`config.mk`:
```
export PLATFORM = sky130hd
export DESIGN_NAME = evg_cordic
export DESIGN_NICKNAME = d
export VERILOG_FILES = /design/src/design/evg_pkg.sv /design/src/design/evg_cordic.sv
export SDC_FILE = /design/constraint.sdc
export NUM_CORES = 2
export LEC_CHECK = 0
export BUFFER_PORTS_ARGS = -buffer_cell sky130_fd_sc_hd__clkbuf_2
export CORE_MARGIN = 2
export CORE_UTILIZATION = 65
export DETAILED_ROUTE_END_ITERATION = 8
export PLACE_DENSITY = 0.9
export SYNTH_ARGS = -nofsm -noshare
export SYNTH_HDL_FRONTEND = slang
export SYNTH_SLANG_ARGS = --single-unit
```
`constraint.sdc`:
```
create_clock -name clk -period 13.2 [get_ports clk]
set_input_delay 3.96 -clock clk [delete_from_list [all_inputs] [get_ports clk]]
set_output_delay 3.96 -clock clk [all_outputs]
set_load 0.005 [all_outputs]
```
`src/design/evg_pkg.sv`:
```
package evg_pkg;

    localparam int MAX_VERTICES = 1024;
    localparam int CORDIC_STEPS = 16;
    localparam int IDX_W        = $clog2(MAX_VERTICES);
    localparam int CNT_W        = IDX_W + 1;
    localparam int REM_W        = CNT_W + 1;
    localparam int PHASE_W      = 32;
    localparam int DIV_STAGES   = 4;
    localparam int DIV_BITS     = PHASE_W / DIV_STAGES;
    localparam int VEC_W        = 33;
    localparam int COORD_W      = 16;
    localparam int CFG_W        = 16;
    localparam int CFG_IDX_W    = 3;

    localparam logic signed [VEC_W-1:0] CORDIC_GAIN = 33'sd652032874;

    typedef enum logic [CFG_IDX_W-1:0] {
        REG_WIDTH   = 3'd0,
        REG_HEIGHT  = 3'd1,
        REG_COUNT   = 3'd2,
        REG_OUTLINE = 3'd3
    } cfg_reg_t;

    // control that travels with each word down the pipe
    typedef struct packed {
        logic valid;
        logic err;
    } pipe_ctl_t;

    // arctangent of 2^-i in units of 2^-32 turn, truncated
    function automatic logic [PHASE_W-1:0] atan_turn(input int i);
        logic [PHASE_W-1:0] a;
        case (i)
            0:       a = 32'h2000_0000;
            1:       a = 32'h12E4_051E;
            2:       a = 32'h09FB_385B;
            3:       a = 32'h0511_11D4;
            4:       a = 32'h028B_0D43;
            5:       a = 32'h0145_D7E1;
            6:       a = 32'h00A2_F61E;
            7:       a = 32'h0051_7C55;
            8:       a = 32'h0028_BE53;
            9:       a = 32'h0014_5F2F;
            10:      a = 32'h000A_2F98;
            11:      a = 32'h0005_17CC;
            12:      a = 32'h0002_8BE6;
            13:      a = 32'h0001_45F3;
            14:      a = 32'h0000_A2F9;
            15:      a = 32'h0000_517C;
            16:      a = 32'h0000_28BE;
            17:      a = 32'h0000_145F;
            18:      a = 32'h0000_0A2F;
            19:      a = 32'h0000_0517;
            20:      a = 32'h0000_028B;
            21:      a = 32'h0000_0145;
            22:      a = 32'h0000_00A2;
            23:      a = 32'h0000_0051;
            default: a = '0;
        endcase
        return a;
    endfunction

endpackage

```
`src/design/evg_cordic.sv`:
```
module evg_cordic (
    input  logic                              clk,
    input  logic                              rst_n,
    input  logic                              en,
    input  evg_pkg::pipe_ctl_t                ctl_in,
    input  logic [evg_pkg::PHASE_W-1:0]       phase,
    output evg_pkg::pipe_ctl_t                ctl_out,
    output logic [1:0]                        quad,
    output logic signed [evg_pkg::VEC_W-1:0]  vec_x,
    output logic signed [evg_pkg::VEC_W-1:0]  vec_y
);
    import evg_pkg::*;

    pipe_ctl_t                  ctl_reg  [CORDIC_STEPS];
    logic [1:0]                 quad_reg [CORDIC_STEPS];
    logic signed [VEC_W-1:0]    x_reg    [CORDIC_STEPS];
    logic signed [VEC_W-1:0]    y_reg    [CORDIC_STEPS];
    logic signed [PHASE_W-1:0]  z_reg    [CORDIC_STEPS];

    // nearest quarter turn, residual within one eighth of a turn
    logic [PHASE_W-1:0] phase_rounded;
    logic [1:0]         quad_in;
    logic [PHASE_W-1:0] z_in;

    assign phase_rounded = phase + 32'h2000_0000;
    assign quad_in       = phase_rounded[PHASE_W-1:PHASE_W-2];
    assign z_in          = phase - {quad_in, {(PHASE_W-2){1'b0}}};

    for (genvar i = 0; i < CORDIC_STEPS; i++) begin : g_step
        pipe_ctl_t                 ctl_prev;
        logic [1:0]                quad_prev;
        logic signed [VEC_W-1:0]   x_prev;
        logic signed [VEC_W-1:0]   y_prev;
        logic signed [PHASE_W-1:0] z_prev;
        logic signed [VEC_W-1:0]   x_next;
        logic signed [VEC_W-1:0]   y_next;
        logic signed [PHASE_W-1:0] z_next;

        if (i == 0) begin : g_first
            assign ctl_prev  = ctl_in;
            assign quad_prev = quad_in;
            assign x_prev    = CORDIC_GAIN;
            assign y_prev    = '0;
            assign z_prev    = $signed(z_in);
        end
        else begin : g_rest
            assign ctl_prev  = ctl_reg[i-1];
            assign quad_prev = quad_reg[i-1];
            assign x_prev    = x_reg[i-1];
            assign y_prev    = y_reg[i-1];
            assign z_prev    = z_reg[i-1];
        end

        always_comb
        begin
            if (z_prev[PHASE_W-1])
            begin
                x_next = x_prev + (y_prev >>> i);
                y_next = y_prev - (x_prev >>> i);
                z_next = z_prev + $signed(atan_turn(i));
            end
            else
            begin
                x_next = x_prev - (y_prev >>> i);
                y_next = y_prev + (x_prev >>> i);
                z_next = z_prev - $signed(atan_turn(i));
            end
        end

        always_ff @(posedge clk or negedge rst_n)
        begin
            if (!rst_n)
            begin
                ctl_reg[i] <= '0;
            end
            else if (en)
            begin
                ctl_reg[i] <= ctl_prev;
            end
        end

        always_ff @(posedge clk)
        begin
            if (en)
            begin
                quad_reg[i] <= quad_prev;
                x_reg[i]    <= x_next;
                y_reg[i]    <= y_next;
                z_reg[i]    <= z_next;
            end
        end
    end

    assign ctl_out = ctl_reg[CORDIC_STEPS-1];
    assign quad    = quad_reg[CORDIC_STEPS-1];
    assign vec_x   = x_reg[CORDIC_STEPS-1];
    assign vec_y   = y_reg[CORDIC_STEPS-1];

endmodule

```
==> out/summary.txt <==
Vias in the first global route - 94,040
Antenna-violating nets left - 0
Hold/Removal Path Class - reg -> reg
Worst hold endpoint - quad_reg[1][9]
R2R Path End - y_reg[1][164]
Fin. max-slew vios - 0
R2R cell count - 16
Clock sinks - 1,479
DR iter-0 viols - 8,239
RePlAce Congestion - 1.008
Crit Path Class - in -> reg
Crit path time final - 6008 ps
GRT Overall Usage - 31.05%
Ys async rst share - 2.164%
Antenna violations before repair - 2
Max Cap Viol - 0
First-pass GRT wire length - 478,500 um
Slew @ Worst Pin - 1227 ps
Synth unique cells - 93
Maximum fanout along the worst path - 199
RSZ-0062 raised after global routing - no
Post-route DRC - 0
Layout cells sized above 1 - 4.601%
Met2 WL post-DR - 149,600 um
Reg area - 44,250 sq um
Hold Crit Start - quad_reg[1][7]
Max H-tree Level - 4
Placement row count - 157
Design area - 128,800 sq um
Port bufs - 106
Pre-CTS WS - 6492 ps
Die area - 188,000 sq um
P&R area growth vs syn - 7.406%
FMAX - 166.4 MHz
Post-route setup slack - 7192 ps
Post-synth EDFFs - 1,447
Hold path cells - 0
Met3 Routed Length - 18,120 um
Mean Syn Cell Area - 9.786 sq um
Multi-input logic area - 72,960 sq um
Post-Syn Instances - 12,260
Status - finished, final reports clean
Initial DRT Pass Iterations - 8
DPL Wire Length - 226,300 um
Critical Path RT - 13,650 ps
Overall routed net length - 298,400 um
Chip height - 433.6 um
Core area - 183,300 sq um
Crit end category - flop
CTS tree - done
Reg2Reg Setup Slack - 7610 ps
Clk Latency, worst-skew pair - 840 ps
# IOs - 107
Cell Area, Synth - 120,000 sq um
Largest register FFs - 496
Syn Nets - 13,700
Setup TNS - 0 ps
Placed cell areas - 123,300 sq um
Metal1 wirelength - 117,300 um
Clock skew - 48.76 ps
Register area share after synthesis - 36.89%
Max Used Layer - met5
Crit Reg-Reg Startpoint - x_reg[1][111]
Vias per cell - 6.417
Via count - 96,150
Post-CTS sizing - 0
Clock transition at path regs - 60 ps
# fillers - 12,970
# Post-CTS Setup Buffers - 0
Post-CTS Hold Buffers - 0
Total CTS buffers - 166
Routed wire length per instance - 19.92 um
Starting Density - 65.45%
Nets - 13,830
Root buffer cell - clkbuf_16
Die X - 433.6 um
Worst Setup Start Kind - input port
Remaining global-route overflow - 0
Maximum clock path buffer count - 3
Final Cycle Share - 45.51%
Slew margin rel. - 17.72%
Dominant synthesized flop cell - edfxtp_1
Critical Path AT - 6460 ps
Flops & latches, synth - 1,479
Finish-stage setup viols - 0
Largest net degree at the start of global routing - 200
Final Hold Vio Count - 0
Ys Warns - 0
logic make-up after synthesis:
family                   Yosys count  share of synthesized area (%)
adder cells (fa/ha/maj)         1403                          14.91
XOR/XNOR                        1761                          12.86
buffers and inverters            730                          2.290
multiplexers                     146                          1.312
flip-flops                      1479                          36.89
AND/OR/NAND/NOR                 3109                          12.52
AO/OA/AOI/OAI                   3630                          19.22
worst max-delay path by stage:
stage / from / endpoint
6_report: en / quad_reg[1][14]
3_5_place_dp: en / quad_reg[1][14]
5_1_grt: en / quad_reg[1][12]
4_1_cts: en / quad_reg[1][7]
3_3_place_gp: en / quad_reg[1][12]
2_1_floorplan: phase[30] / z_reg[0][30]
placed cells by master, fill, tap and decap left out, types with 48 or more instances in the layout:
cell / instances
nand4_1: 110
inv_1: 550
mux2_2: 90
clkbuf_2: 105
edfxtp_1: 1447
nand2_1: 590
nor2b_1: 158
a31oi_1: 146
o21ai_1: 176
clkbuf_16: 168
nand2b_1: 153
ha_1: 1359
or3_1: 57
a21oi_1: 1330
nand3_1: 193
and2_1: 66
xnor2_1: 1132
and3_1: 123
a21o_1: 664
nor2_1: 1043
nor4_1: 82
o21bai_1: 202
nor3b_1: 48
nor3_1: 337
o21ai_0: 355
a211oi_1: 102
mux2i_1: 56
o21a_1: 139
xor2_1: 629
Yosys cell counts, types with 25 or more instances:
cell type  count  share of area [%]
o21a_1       139               0.87
nand2_1      590                1.8
nor3b_1       48               0.30
or3_1         57               0.30
nand4_1      110               0.57
dfrtp_1       32               0.67
and3_1       123               0.64
o211ai_1      46               0.29
nand2b_1     153               0.80
a211o_1       31               0.23
o41ai_1       45               0.33
o21ai_0      355                1.5
nor2_1      1043                3.3
buf_1         26              0.081
or4_1         45               0.28
and2_1        66               0.34
fa_1          44               0.73
xor2_1       629                4.6
o21ai_1      176               0.73
nor3_1       337                1.4
clkbuf_1     151               0.47
mux2_2        90               0.84
o21bai_1     202                1.3
o31ai_1       38               0.24
nor4_1        82               0.43
nand3_1      193               0.81
a31oi_1      146               0.76
a221oi_1      25               0.18
a211oi_1     102               0.64
mux2i_1       56               0.47
a2111oi_0     25               0.18
inv_1        550                1.7
nor2b_1      158               0.82
edfxtp_1    1447                 36
ha_1        1359                 14
a21oi_1     1330                5.5
xnor2_1     1132                8.3
a21o_1       664                4.2
cell type report:
cell class / instances / share of cell area, %
inverters: 551 / 1.605
clock inverters: 108 / 0.9992
well taps: 2464 / 2.393
flip-flops and latches: 1479 / 34.35
multi-input cells: 10050 / 56.63
clock buffers: 189 / 3.332
diodes: 1 / 0.001942
repair buffers: 143 / 0.6972
through the flow:
step           util, %  hold WS (ps)  instances
6_report         70.30         411.3      14980
5_1_grt          70.30         420.4      14980
4_1_cts          70.30         415.7      14980
3_5_place_dp     67.26         404.5      14690
3_3_place_gp     67.26         400.3      14690
2_1_floorplan        -         400.3      12260
critical path: stages:
cell and delay [ps]:
buf_12 460, buf_12 540, buf_12 720
metal layers:
layer / GRT usage [%] / vias to the layer above
met5: 0 / -
met4: 13.34 / 2
met3: 3.923 / 930
met2: 55.87 / 3786
met1: 37.14 / 45610
li1: - / 45820
Power is not shown: default switching activity piles up to over one toggle a cycle in this logic, so the estimate is an artifact.
