## src/design/evg_pkg.sv

```systemverilog
package evg_pkg;

    localparam int MAX_VERTICES = 1024;
    localparam int CORDIC_STEPS = 16;
    localparam int IDX_W        = $clog2(MAX_VERTICES);
    localparam int CNT_W        = IDX_W + 1;
    localparam int REM_W        = CNT_W + 1;
    localparam int PHASE_W      = 32;
    localparam int DIV_STAGES   = 4;
    localparam int DIV_BITS     = PHASE_W / DIV_STAGES;
    localparam int VEC_W        = 33;
    localparam int COORD_W      = 16;
    localparam int CFG_W        = 16;
    localparam int CFG_IDX_W    = 3;

    localparam logic signed [VEC_W-1:0] CORDIC_GAIN = 33'sd652032874;

    typedef enum logic [CFG_IDX_W-1:0] {
        REG_WIDTH   = 3'd0,
        REG_HEIGHT  = 3'd1,
        REG_COUNT   = 3'd2,
        REG_OUTLINE = 3'd3
    } cfg_reg_t;

    // control that travels with each word down the pipe
    typedef struct packed {
        logic valid;
        logic err;
    } pipe_ctl_t;

    // arctangent of 2^-i in units of 2^-32 turn, truncated
    function automatic logic [PHASE_W-1:0] atan_turn(input int i);
        logic [PHASE_W-1:0] a;
        case (i)
            0:       a = 32'h2000_0000;
            1:       a = 32'h12E4_051E;
            2:       a = 32'h09FB_385B;
            3:       a = 32'h0511_11D4;
            4:       a = 32'h028B_0D43;
            5:       a = 32'h0145_D7E1;
            6:       a = 32'h00A2_F61E;
            7:       a = 32'h0051_7C55;
            8:       a = 32'h0028_BE53;
            9:       a = 32'h0014_5F2F;
            10:      a = 32'h000A_2F98;
            11:      a = 32'h0005_17CC;
            12:      a = 32'h0002_8BE6;
            13:      a = 32'h0001_45F3;
            14:      a = 32'h0000_A2F9;
            15:      a = 32'h0000_517C;
            16:      a = 32'h0000_28BE;
            17:      a = 32'h0000_145F;
            18:      a = 32'h0000_0A2F;
            19:      a = 32'h0000_0517;
            20:      a = 32'h0000_028B;
            21:      a = 32'h0000_0145;
            22:      a = 32'h0000_00A2;
            23:      a = 32'h0000_0051;
            default: a = '0;
        endcase
        return a;
    endfunction

endpackage

```

## src/design/evg_divider.sv

```systemverilog
module evg_divider (
    input  logic                       clk,
    input  logic                       rst_n,
    input  logic                       en,
    input  evg_pkg::pipe_ctl_t         ctl_in,
    input  logic [evg_pkg::IDX_W-1:0]  idx,
    input  logic [evg_pkg::CNT_W-1:0]  divisor,
    output evg_pkg::pipe_ctl_t         ctl_out,
    output logic [evg_pkg::PHASE_W-1:0] phase
);
    import evg_pkg::*;

    pipe_ctl_t           ctl_reg [DIV_STAGES];
    logic [REM_W-1:0]    rem_reg [DIV_STAGES];
    logic [PHASE_W-1:0]  quo_reg [DIV_STAGES];

    // restoring long division of idx * 2^32, a few quotient bits per stage
    for (genvar s = 0; s < DIV_STAGES; s++) begin : g_stage
        pipe_ctl_t          ctl_prev;
        logic [REM_W-1:0]   rem_prev;
        logic [PHASE_W-1:0] quo_prev;
        logic [REM_W-1:0]   rem_next;
        logic [DIV_BITS-1:0] bits_next;

        if (s == 0) begin : g_first
            assign ctl_prev = ctl_in;
            // closing index of an outline equals the divisor; the whole turn wraps away
            assign rem_prev = (REM_W'(idx) >= REM_W'(divisor))
                              ? REM_W'(idx) - REM_W'(divisor)
                              : REM_W'(idx);
            assign quo_prev = '0;
        end
        else begin : g_rest
            assign ctl_prev = ctl_reg[s-1];
            assign rem_prev = rem_reg[s-1];
            assign quo_prev = quo_reg[s-1];
        end

        always_comb
        begin
            logic [REM_W-1:0] r;
            r = rem_prev;
            bits_next = '0;
            for (int b = 0; b < DIV_BITS; b++)
            begin
                r = {r[REM_W-2:0], 1'b0};
                if (r >= REM_W'(divisor))
                begin
                    r = r - REM_W'(divisor);
                    bits_next[DIV_BITS-1-b] = 1'b1;
                end
            end
            rem_next = r;
        end

        always_ff @(posedge clk or negedge rst_n)
        begin
            if (!rst_n)
            begin
                ctl_reg[s] <= '0;
            end
            else if (en)
            begin
                ctl_reg[s] <= ctl_prev;
            end
        end

        always_ff @(posedge clk)
        begin
            if (en)
            begin
                rem_reg[s] <= rem_next;
                quo_reg[s] <= {quo_prev[PHASE_W-DIV_BITS-1:0], bits_next};
            end
        end
    end

    assign ctl_out = ctl_reg[DIV_STAGES-1];
    assign phase   = quo_reg[DIV_STAGES-1];

`ifndef SYNTHESIS
    // remainder stays below the divisor on every live word
    a_rem_bound: assert property (@(posedge clk) disable iff (!rst_n)
        (ctl_out.valid && !ctl_out.err) |-> (rem_reg[DIV_STAGES-1] < REM_W'(divisor)))
        else $error("divider remainder out of range");
`endif

endmodule

```

## config.mk

```make
export PLATFORM = sky130hd
export DESIGN_NAME = evg_divider
export DESIGN_NICKNAME = d
export VERILOG_FILES = /design/src/design/evg_pkg.sv /design/src/design/evg_divider.sv
export SDC_FILE = /design/constraint.sdc
export NUM_CORES = 1
export LEC_CHECK = 0
export ABC_AREA = 1
export ABC_CLOCK_PERIOD_IN_PS = 18700
export BUFFER_PORTS_ARGS = -buffer_cell sky130_fd_sc_hd__buf_2
export CAP_MARGIN = 20
export CORE_MARGIN = 8
export CORE_UTILIZATION = 50
export DETAILED_ROUTE_END_ITERATION = 8
export PLACE_DENSITY_LB_ADDON = 0.3
export SKIP_CTS_REPAIR_TIMING = 1
export SYNTH_ARGS = -nofsm -noshare
export SYNTH_HDL_FRONTEND = slang
export SYNTH_SLANG_ARGS = --single-unit
```

## constraint.sdc

```tcl
create_clock -name clk -period 18.7 [get_ports clk]
set_input_delay 3.74 -clock clk [delete_from_list [all_inputs] [get_ports clk]]
set_output_delay 3.74 -clock clk [all_outputs]
set_load 0.03 [all_outputs]
```

==> results of run 1 <==
[worst max-delay path, delay by kind of cell]
family                   cells  cell delay [ns]
AND/OR/NAND/NOR             63             6.13
AO/OA/AOI/OAI               29             4.24
adder cells (fa/ha/maj)      9             2.63
buffers and inverters       17             1.57
[synth_stat cells, types with 3 or more instances]
| cell type | n | area share, % |
|---|---|---|
| nand2_4 | 7 | 0.35 |
| buf_1 | 5 | 0.082 |
| o21ai_1 | 31 | 0.68 |
| or2_1 | 5 | 0.14 |
| dfrtp_1 | 8 | 0.88 |
| edfxtp_1 | 113 | 15 |
| a21o_1 | 11 | 0.36 |
| a21boi_0 | 3 | 0.099 |
| a21oi_1 | 251 | 5.5 |
| buf_4 | 15 | 0.49 |
| nor2_4 | 6 | 0.30 |
| inv_1 | 466 | 7.7 |
| a221oi_1 | 4 | 0.15 |
| inv_2 | 11 | 0.18 |
| ha_1 | 333 | 18 |
| nand2_1 | 958 | 16 |
| xnor2_1 | 111 | 4.3 |
| nand3_2 | 25 | 1.1 |
| fa_1 | 5 | 0.44 |
| o21ai_0 | 155 | 3.4 |
| nand4_1 | 39 | 1.1 |
| buf_2 | 21 | 0.46 |
| xor2_1 | 160 | 6.1 |
| nor2_1 | 181 | 3.0 |
| nand2_2 | 16 | 0.44 |
| nor2_2 | 7 | 0.19 |
| nand3_4 | 14 | 1.1 |
| a21oi_4 | 7 | 0.50 |
| o21ai_2 | 8 | 0.31 |
| a31oi_1 | 8 | 0.22 |
| o21bai_1 | 35 | 1.2 |
| nor3_1 | 26 | 0.57 |
| a211oi_1 | 5 | 0.16 |
| o21a_1 | 12 | 0.40 |
| nor4_1 | 7 | 0.19 |
| or2_2 | 14 | 0.38 |
| and2_1 | 3 | 0.082 |
| a21boi_2 | 3 | 0.15 |
| o211ai_1 | 10 | 0.33 |
| a21oi_2 | 7 | 0.27 |
| buf_6 | 19 | 0.94 |
| nand3_1 | 266 | 5.8 |
| clkbuf_1 | 3 | 0.049 |
[cell families after synthesis]
kind of cell	after synthesis	synth area share [%]
and+or+nand+nor	1582	31.0
AOI/OAI and AO/OA	560	14.2
buffers and inverters	540	9.88
adders and majority gates	338	18.7
xor gates and xnor gates	272	10.5
DFF	121	15.8
[final cells by class]
type                            instances  area, sq um  area share (%)
Timing Repair inverter                  1         5.00          0.0178
Timing Repair Buffer                  443         3340            11.8
Antenna cell                            5         12.5          0.0444
Inverter                              477         1850            6.55
Tap cell                              600          751            2.66
Multi-Input combinational cell       2760        18100            64.1
Clock buffer                           18          429            1.52
Clock inverter                         14          135           0.479
Sequential cell                       121         3590            12.7
[stage by stage]
step | util (%) | setup WS [ns] | instance area [sq um] | cells
finish | 62.4 | 0.602 | 28200 | 4439
global route | 62.4 | -0.470 | 28200 | 4436
CTS | 58.9 | -0.0474 | 26600 | 4368
detailed placement | 57.7 | -0.472 | 26100 | 4336
global placement | 57.7 | 0.00961 | 26100 | 4336
floorplan | - | 0.0114 | 22900 | 3413
[worst min-delay path by stage]
stage,startpoint,end,cells past startpoint
2_1_floorplan,quo_reg[0][2],quo_reg[1][10],0
3_3_place_gp,quo_reg[0][1],quo_reg[1][9],0
3_5_place_dp,quo_reg[1][15],quo_reg[2][23],0
4_1_cts,quo_reg[1][12],quo_reg[2][20],0
5_1_grt,quo_reg[1][12],quo_reg[2][20],0
6_report,quo_reg[1][12],quo_reg[2][20],0
[routing by layer]
layer  up-vias  wire [microns]
met3       111            4200
met1     10600           31100
met4         2            1850
li1      12200               -
met5         -               8
met2       580           30000
==> results by group, run 1 <==
GRT
  – Vias in the first global route: roughly 21,000
  – Largest net degree at the start of global routing: roughly 80
  – GR Overflow Total: 0
  – Met3 GRT Util: under 10%
  – Met2 usage: 37.7%
  – Initial antenna violation count: 3
  – Grt met1 use: approximately a third
  – First-pass GRT wire length: between 100 and 150 mm
  – Total global-route track usage: 23.9%
  – GR peak layer: met2

Job
  – Max Cap Viol: 0

Floorplan
  – Core area: around 45,000 sq um
  – Die X: around 230 microns
  – Die Y: 229 microns
  – I/O pins: 60
  – Initial Utilization: 50.4%
  – DIE AREA: 52,700 sq um
  – # rows: 78

Route
  – Vias per cell: 5.29
  – DRC viols: 0
  – Final wirelength: approximately 67 mm
  – TritonRoute pass-1 iters: 7
  – Antenna-violating nets left: 0
  – Routed len/inst: about 15 microns
  – Total number of vias: approximately 23,000
  – Iteration-0 DRC Markers: between 1,000 and 1,500

Hold path
  – Hold WC Path Type: reg -> reg

Worst setup path
  – Crit path DAT: ~18 ns
  – Critical path class: in -> reg
  – Setup crit end: rem_reg[0][0]
  – Crit Path Max Fanout: 18
  – Slowest-stage cell, CP: ha_1
  – Delay of the slowest critical-path stage: about 0.34 ns
  – Most used cell, CP: nand2_1
  – Worst r2r src: rem_reg[0][8]
  – Worst Reg2Reg Path Length in Cells: ~100
  – Crit path from: divisor[8]
  – Critical Path RT: roughly 19 ns
  – R2r endpoint: rem_reg[1][4]
  – Worst setup SP type: primary input
  – R2R Setup Slk: approximately 4.3 ns
  – CP Capture Type: register

Timing
  – Setup TNS Final: 0 ns
  – Max_slew headroom: a little under two fifths
  – Final period util: 96.8%
  – Slew Limit Fails: 0
  – Hold Vio Cnt, Final: 0
  – Min Tclk post-route: between 15 and 20 ns
  – Minimum hold slack: between 0.4 and 0.5 ns
  – Worst-margin pin slew: roughly 0.93 ns
  – Fmax: about 55 MHz
  – Final setup viols: 0
  – Clock skew: between 0.01 and 0.015 ns

Yosys
  – Mean post-synth cell area: ~6.7 sq um
  – Syn Nets: 3,777
  – Mapped Area: roughly 23,000 sq um
  – Ys async rst share: about 6.6%
  – Number of synthesized register bits: around 120
  – EDFF count, synth: about 110
  – Cell variety after synth: 58
  – Synthesis warning total: 0
  – Post-synthesis sequential area ratio: between 10% and 20%
  – Ys flop type: edfxtp_1
  – Gate Count Post-Synth: 3,413

Clock network
  – Root Buffer: clkbuf_16
  – H-tree levels: 4
  – Clock sink count: roughly 120
  – Total CTS buffers: 17
  – Clock Pin Slew Worst Setup and Hold Paths: approximately 0.070 ns
  – CTS tree: done
  – Max clock buf depth: 2
  – Clock Latency Late Sink: roughly 0.49 ns

Layout
  – Commonest non-fill, non-tap cells in the layout: 939 x nand2_1, 450 x inv_1, 364 x buf_4
  – Synthesis-to-layout area growth: 23.7%
  – Nets@finish: 4,185
  – Fraction of layout cells with a size suffix above 1: 20.6%
  – Largest register FFs: 80
  – Layout fillers: about 4,100
  – Commonest non-fill, non-tap cell in the layout: nand2_1

Place
  – DP Wirelength: between 40 and 50 mm
  – # port buffers: 59
  – Routability cong.: between 0.9 and 1

Run status
  – Status: finished clean
Power of run 1 is left out: the tool's default activity adds up to more than one toggle a clock period on the data nets, which glitch-free logic cannot reach.
==> run 2: changes to the inputs <==
--- a/config.mk
+++ b/config.mk
@@ -5,15 +5,16 @@
 export SDC_FILE = /design/constraint.sdc
 export NUM_CORES = 1
 export LEC_CHECK = 0
-export ABC_AREA = 1
 export ABC_CLOCK_PERIOD_IN_PS = 18700
 export BUFFER_PORTS_ARGS = -buffer_cell sky130_fd_sc_hd__buf_2
 export CAP_MARGIN = 20
 export CORE_MARGIN = 8
 export CORE_UTILIZATION = 50
+export CTS_BUF_LIST = sky130_fd_sc_hd__clkbuf_4
 export DETAILED_ROUTE_END_ITERATION = 8
 export PLACE_DENSITY_LB_ADDON = 0.3
 export SKIP_CTS_REPAIR_TIMING = 1
 export SYNTH_ARGS = -nofsm -noshare
 export SYNTH_HDL_FRONTEND = slang
 export SYNTH_SLANG_ARGS = --single-unit
+export TNS_END_PERCENT = 20
==> run 2 against run 1 <==
The run now ends with negative setup slack left. Clock skew is 0.047 ns higher. Sequential share of layout area fell by 1.7 points. Routed wire length up 20%. Sequential cell count unchanged. Non-clock buffer count increased by 690. Synthesized cell count down 21%. Setup slack got worse by 3.6 ns. Die area is 3.4% lower. Register-to-register slack worse by 4.2 ns. Via count grew 8.8%. Critical path type unchanged. Highest routed layer unchanged.
==> results by group, run 2 <==
Run status
  – Status: complete, but fails checks
  – Violated checks: negative setup slack

Yosys
  – Ys flop type: edfxtp_1
  – Ys async rst share: 6.61% (unchanged)
  – Cell variety after synth: 97 (+67%)
  – Top cells by area, synth: ha_1 19%, edfxtp_1 15%, a21o_1 5.3%, xnor2_1 5.3%, mux2_2 5.1%
  – Mapped Area: 22,000 sq um (-3.6%)
  – Share of the synthesized area in the top cell type: 19.0% (+0.69 points)
  – Area leader, netlist: ha_1
  – Syn Nets: 3,054 (-19%)
  – Post-synthesis sequential area ratio: 16.4% (+0.59 points)
  – EDFF count, synth: 113 (unchanged)
  – Mean post-synth cell area: 8.17 sq um (+22%)
  – Number of synthesized register bits: 121 (unchanged)
  – Synthesis warning total: 0 (unchanged)
  – Gate Count Post-Synth: 2,690 (-21%)
  – Synth cell count leaders: 333 x ha_1, 241 x nor2_1, 210 x a21oi_1, 156 x a21o_1, 150 x o21ai_0
  – Cell with the most instances after synthesis: ha_1

Clock network
  – Clock Latency Late Sink: 0.72 ns (+0.23 ns)
  – Max clock buf depth: 2 (unchanged)
  – H-tree levels: 4 (unchanged)
  – Total CTS buffers: 17 (unchanged)
  – Root Buffer: clkbuf_4
  – CTS tree: done
  – Clock sink count: 121 (unchanged)
  – Clock Pin Slew Worst Setup and Hold Paths: 0.15 ns (+0.08 ns)

Layout
  – Synthesis-to-layout area growth: 47.5%
  – Largest register FFs: 80 (unchanged)
  – Commonest non-fill, non-tap cells in the layout: 1,058 x buf_4, 307 x ha_1, 225 x nor2_1
  – Fraction of layout cells with a size suffix above 1: 39.4% (+19 points)
  – Nets@finish: 4,149 (-0.86%)
  – Layout fillers: 3,274 (-20%)
  – Commonest non-fill, non-tap cell in the layout: buf_4
  – Post-Layout Inst Area: 32,400 sq um (+15%)

Route
  – TritonRoute pass-1 iters: 5 (-2)
  – Final wirelength: 80.5 mm (+20%)
  – Routed len/inst: 18.3 microns (+21%)
  – Antenna-violating nets left: 0 (unchanged)
  – Total number of vias: 25,600 (+8.8%)
  – Iteration-0 DRC Markers: 1,640 (+12%)
  – Vias per cell: 5.82 (+10%)
  – DRC viols: 0 (unchanged)

Timing
  – Hold Vio Cnt, Final: 0 (unchanged)
  – RSZ-0062 raised after global routing: true
  – Min Tclk post-route: 21.66 ns (+3.56 ns)
  – Final period util: 116% (+19 points)
  – Fmax: 46.2 MHz (-16%)
  – Minimum hold slack: 0.420 ns (+0.00356 ns)
  – Max_slew headroom: 32.0% (-5.9 points)
  – Final setup viols: 39 (+39)
  – Setup ws final: -2.96 ns (-3.56 ns)
  – Clock skew: 0.0591 ns (+0.0472 ns)
  – Slew Limit Fails: 0 (unchanged)
  – Worst-margin pin slew: 1.02 ns (+0.0891 ns)

GRT
  – Largest net degree at the start of global routing: 63 (-19%)
  – Initial antenna violation count: 2 (-1)
  – GR Overflow Total: 0 (unchanged)
  – First-pass GRT wire length: 125 mm (+20%)
  – Vias in the first global route: 25,700 (+22%)
  – Total global-route track usage: 29.9% (+6.1 points)

Floorplan
  – Core area: 43,800 sq um (-3.0%)
  – # rows: 77 (-1.3%)
  – I/O pins: 60 (unchanged)
  – Die Y: 226 microns (-1.7%)
  – Initial Utilization: 50.1% (-0.32 points)
  – DIE AREA: 50,900 sq um (-3.4%)
  – Die X: 226 microns (-1.7%)

Worst setup path
  – Worst setup SP type: primary input
  – Delay of the slowest critical-path stage: 0.52 ns (+0.18 ns)
  – Critical path class: in -> reg
  – Critical Path RT: 19.20 ns (+0.25 ns)
  – Crit path DAT: 22.16 ns (+3.81 ns)
  – Crit Path Max Fanout: 8 (-10)
  – CP Capture Type: register
  – Slowest-stage cell, CP: or4_4
  – Worst r2r src: rem_reg[1][0]
  – Crit path from: divisor[8]

Place
  – DP Wirelength: 62.7 mm (+28%)
  – DP Area: 31,000 sq um (+19%)
  – Routability cong.: 0.966 (+3.7%)
  – # port buffers: 59 (unchanged)

Hold path
  – Hold WC Path Type: reg -> reg
  – HP Start: quo_reg[1][2]

Job
  – Max Cap Viol: 0 (unchanged)
==> run 2: cells by family (layout without fill, tap and decap cells) <==
group | after synthesis | count (layout) | synth area share, %
muxes | 149 | 149 | 7.51
DFF | 121 | 121 | 16.4
adders and majority gates | 338 | 338 | 19.4
and+or+nand+nor | 770 | 773 | 17.3
AOI/OAI and AO/OA | 886 | 886 | 27.1
xor gates and xnor gates | 211 | 211 | 8.41
buffers and inverters | 215 | 1319 | 3.85
other | 0 | 2 | 0
==> run 2: stage by stage <==
stage | util (%) | TNS (ns) | setup slack, ns | cells
3_3_place_gp | 70.8 | -124.55 | -3.55 | 4313
5_1_grt | 73.9 | -123.30 | -3.66 | 4390
3_5_place_dp | 70.8 | -140.30 | -4.04 | 4313
6_report | 73.9 | -94.16 | -2.96 | 4391
4_1_cts | 71.4 | -114.42 | -3.41 | 4344
2_1_floorplan | - | -143.35 | -4.04 | 2690
==> run 2: path summary, 6_finish.rpt <==
path	to	slack (ns)	depth (start not counted)
worst max-delay path	rem_reg[0][3]	-2.96	93
worst min-delay path	quo_reg[2][10]	0.42	0
worst max register to register	rem_reg[2][10]	0.15	89
worst min register to register	quo_reg[2][10]	0.42	0
max in group asynchronous	ctl_out[1]	15.67	1
min in group asynchronous	ctl_reg[6]	2.87	1
==> run 2: critical path, delay by kind of cell <==
| family | cells | cell delay (ns) |
|---|---|---|
| AO/OA/AOI/OAI | 53 | 9.43 |
| AND/OR/NAND/NOR | 19 | 4.02 |
| adder cells (fa/ha/maj) | 9 | 2.30 |
| multiplexers | 6 | 1.99 |
| buffers and inverters | 6 | 0.62 |
==> run 2: final cells by class <==
type / count / area, sq um / area share, %
tap: 592 / 741 / 2.29
sequential: 121 / 3590 / 11.1
clock buffer: 17 / 128 / 0.394
inverter: 155 / 622 / 1.92
multi-input combinational: 2357 / 18700 / 57.7
clock inverter: 14 / 136 / 0.421
antenna: 2 / 5.00 / 0.0154
timing repair buffer: 1133 / 8490 / 26.2
==> run 2: per-layer routing <==
layer / global-route usage [%] / routed length [microns] / vias to the layer above / part of all wire (%)
met5: 0 / 13 / - / 0.016
met4: 15.4 / 4250 / 2 / 5.3
met3: 3.79 / 3770 / 290 / 4.7
met2: 54.7 / 40000 / 772 / 50
met1: 33.8 / 32400 / 12200 / 40
li1: - / - / 12300 / -
Power of run 2 is left out for the same reason.
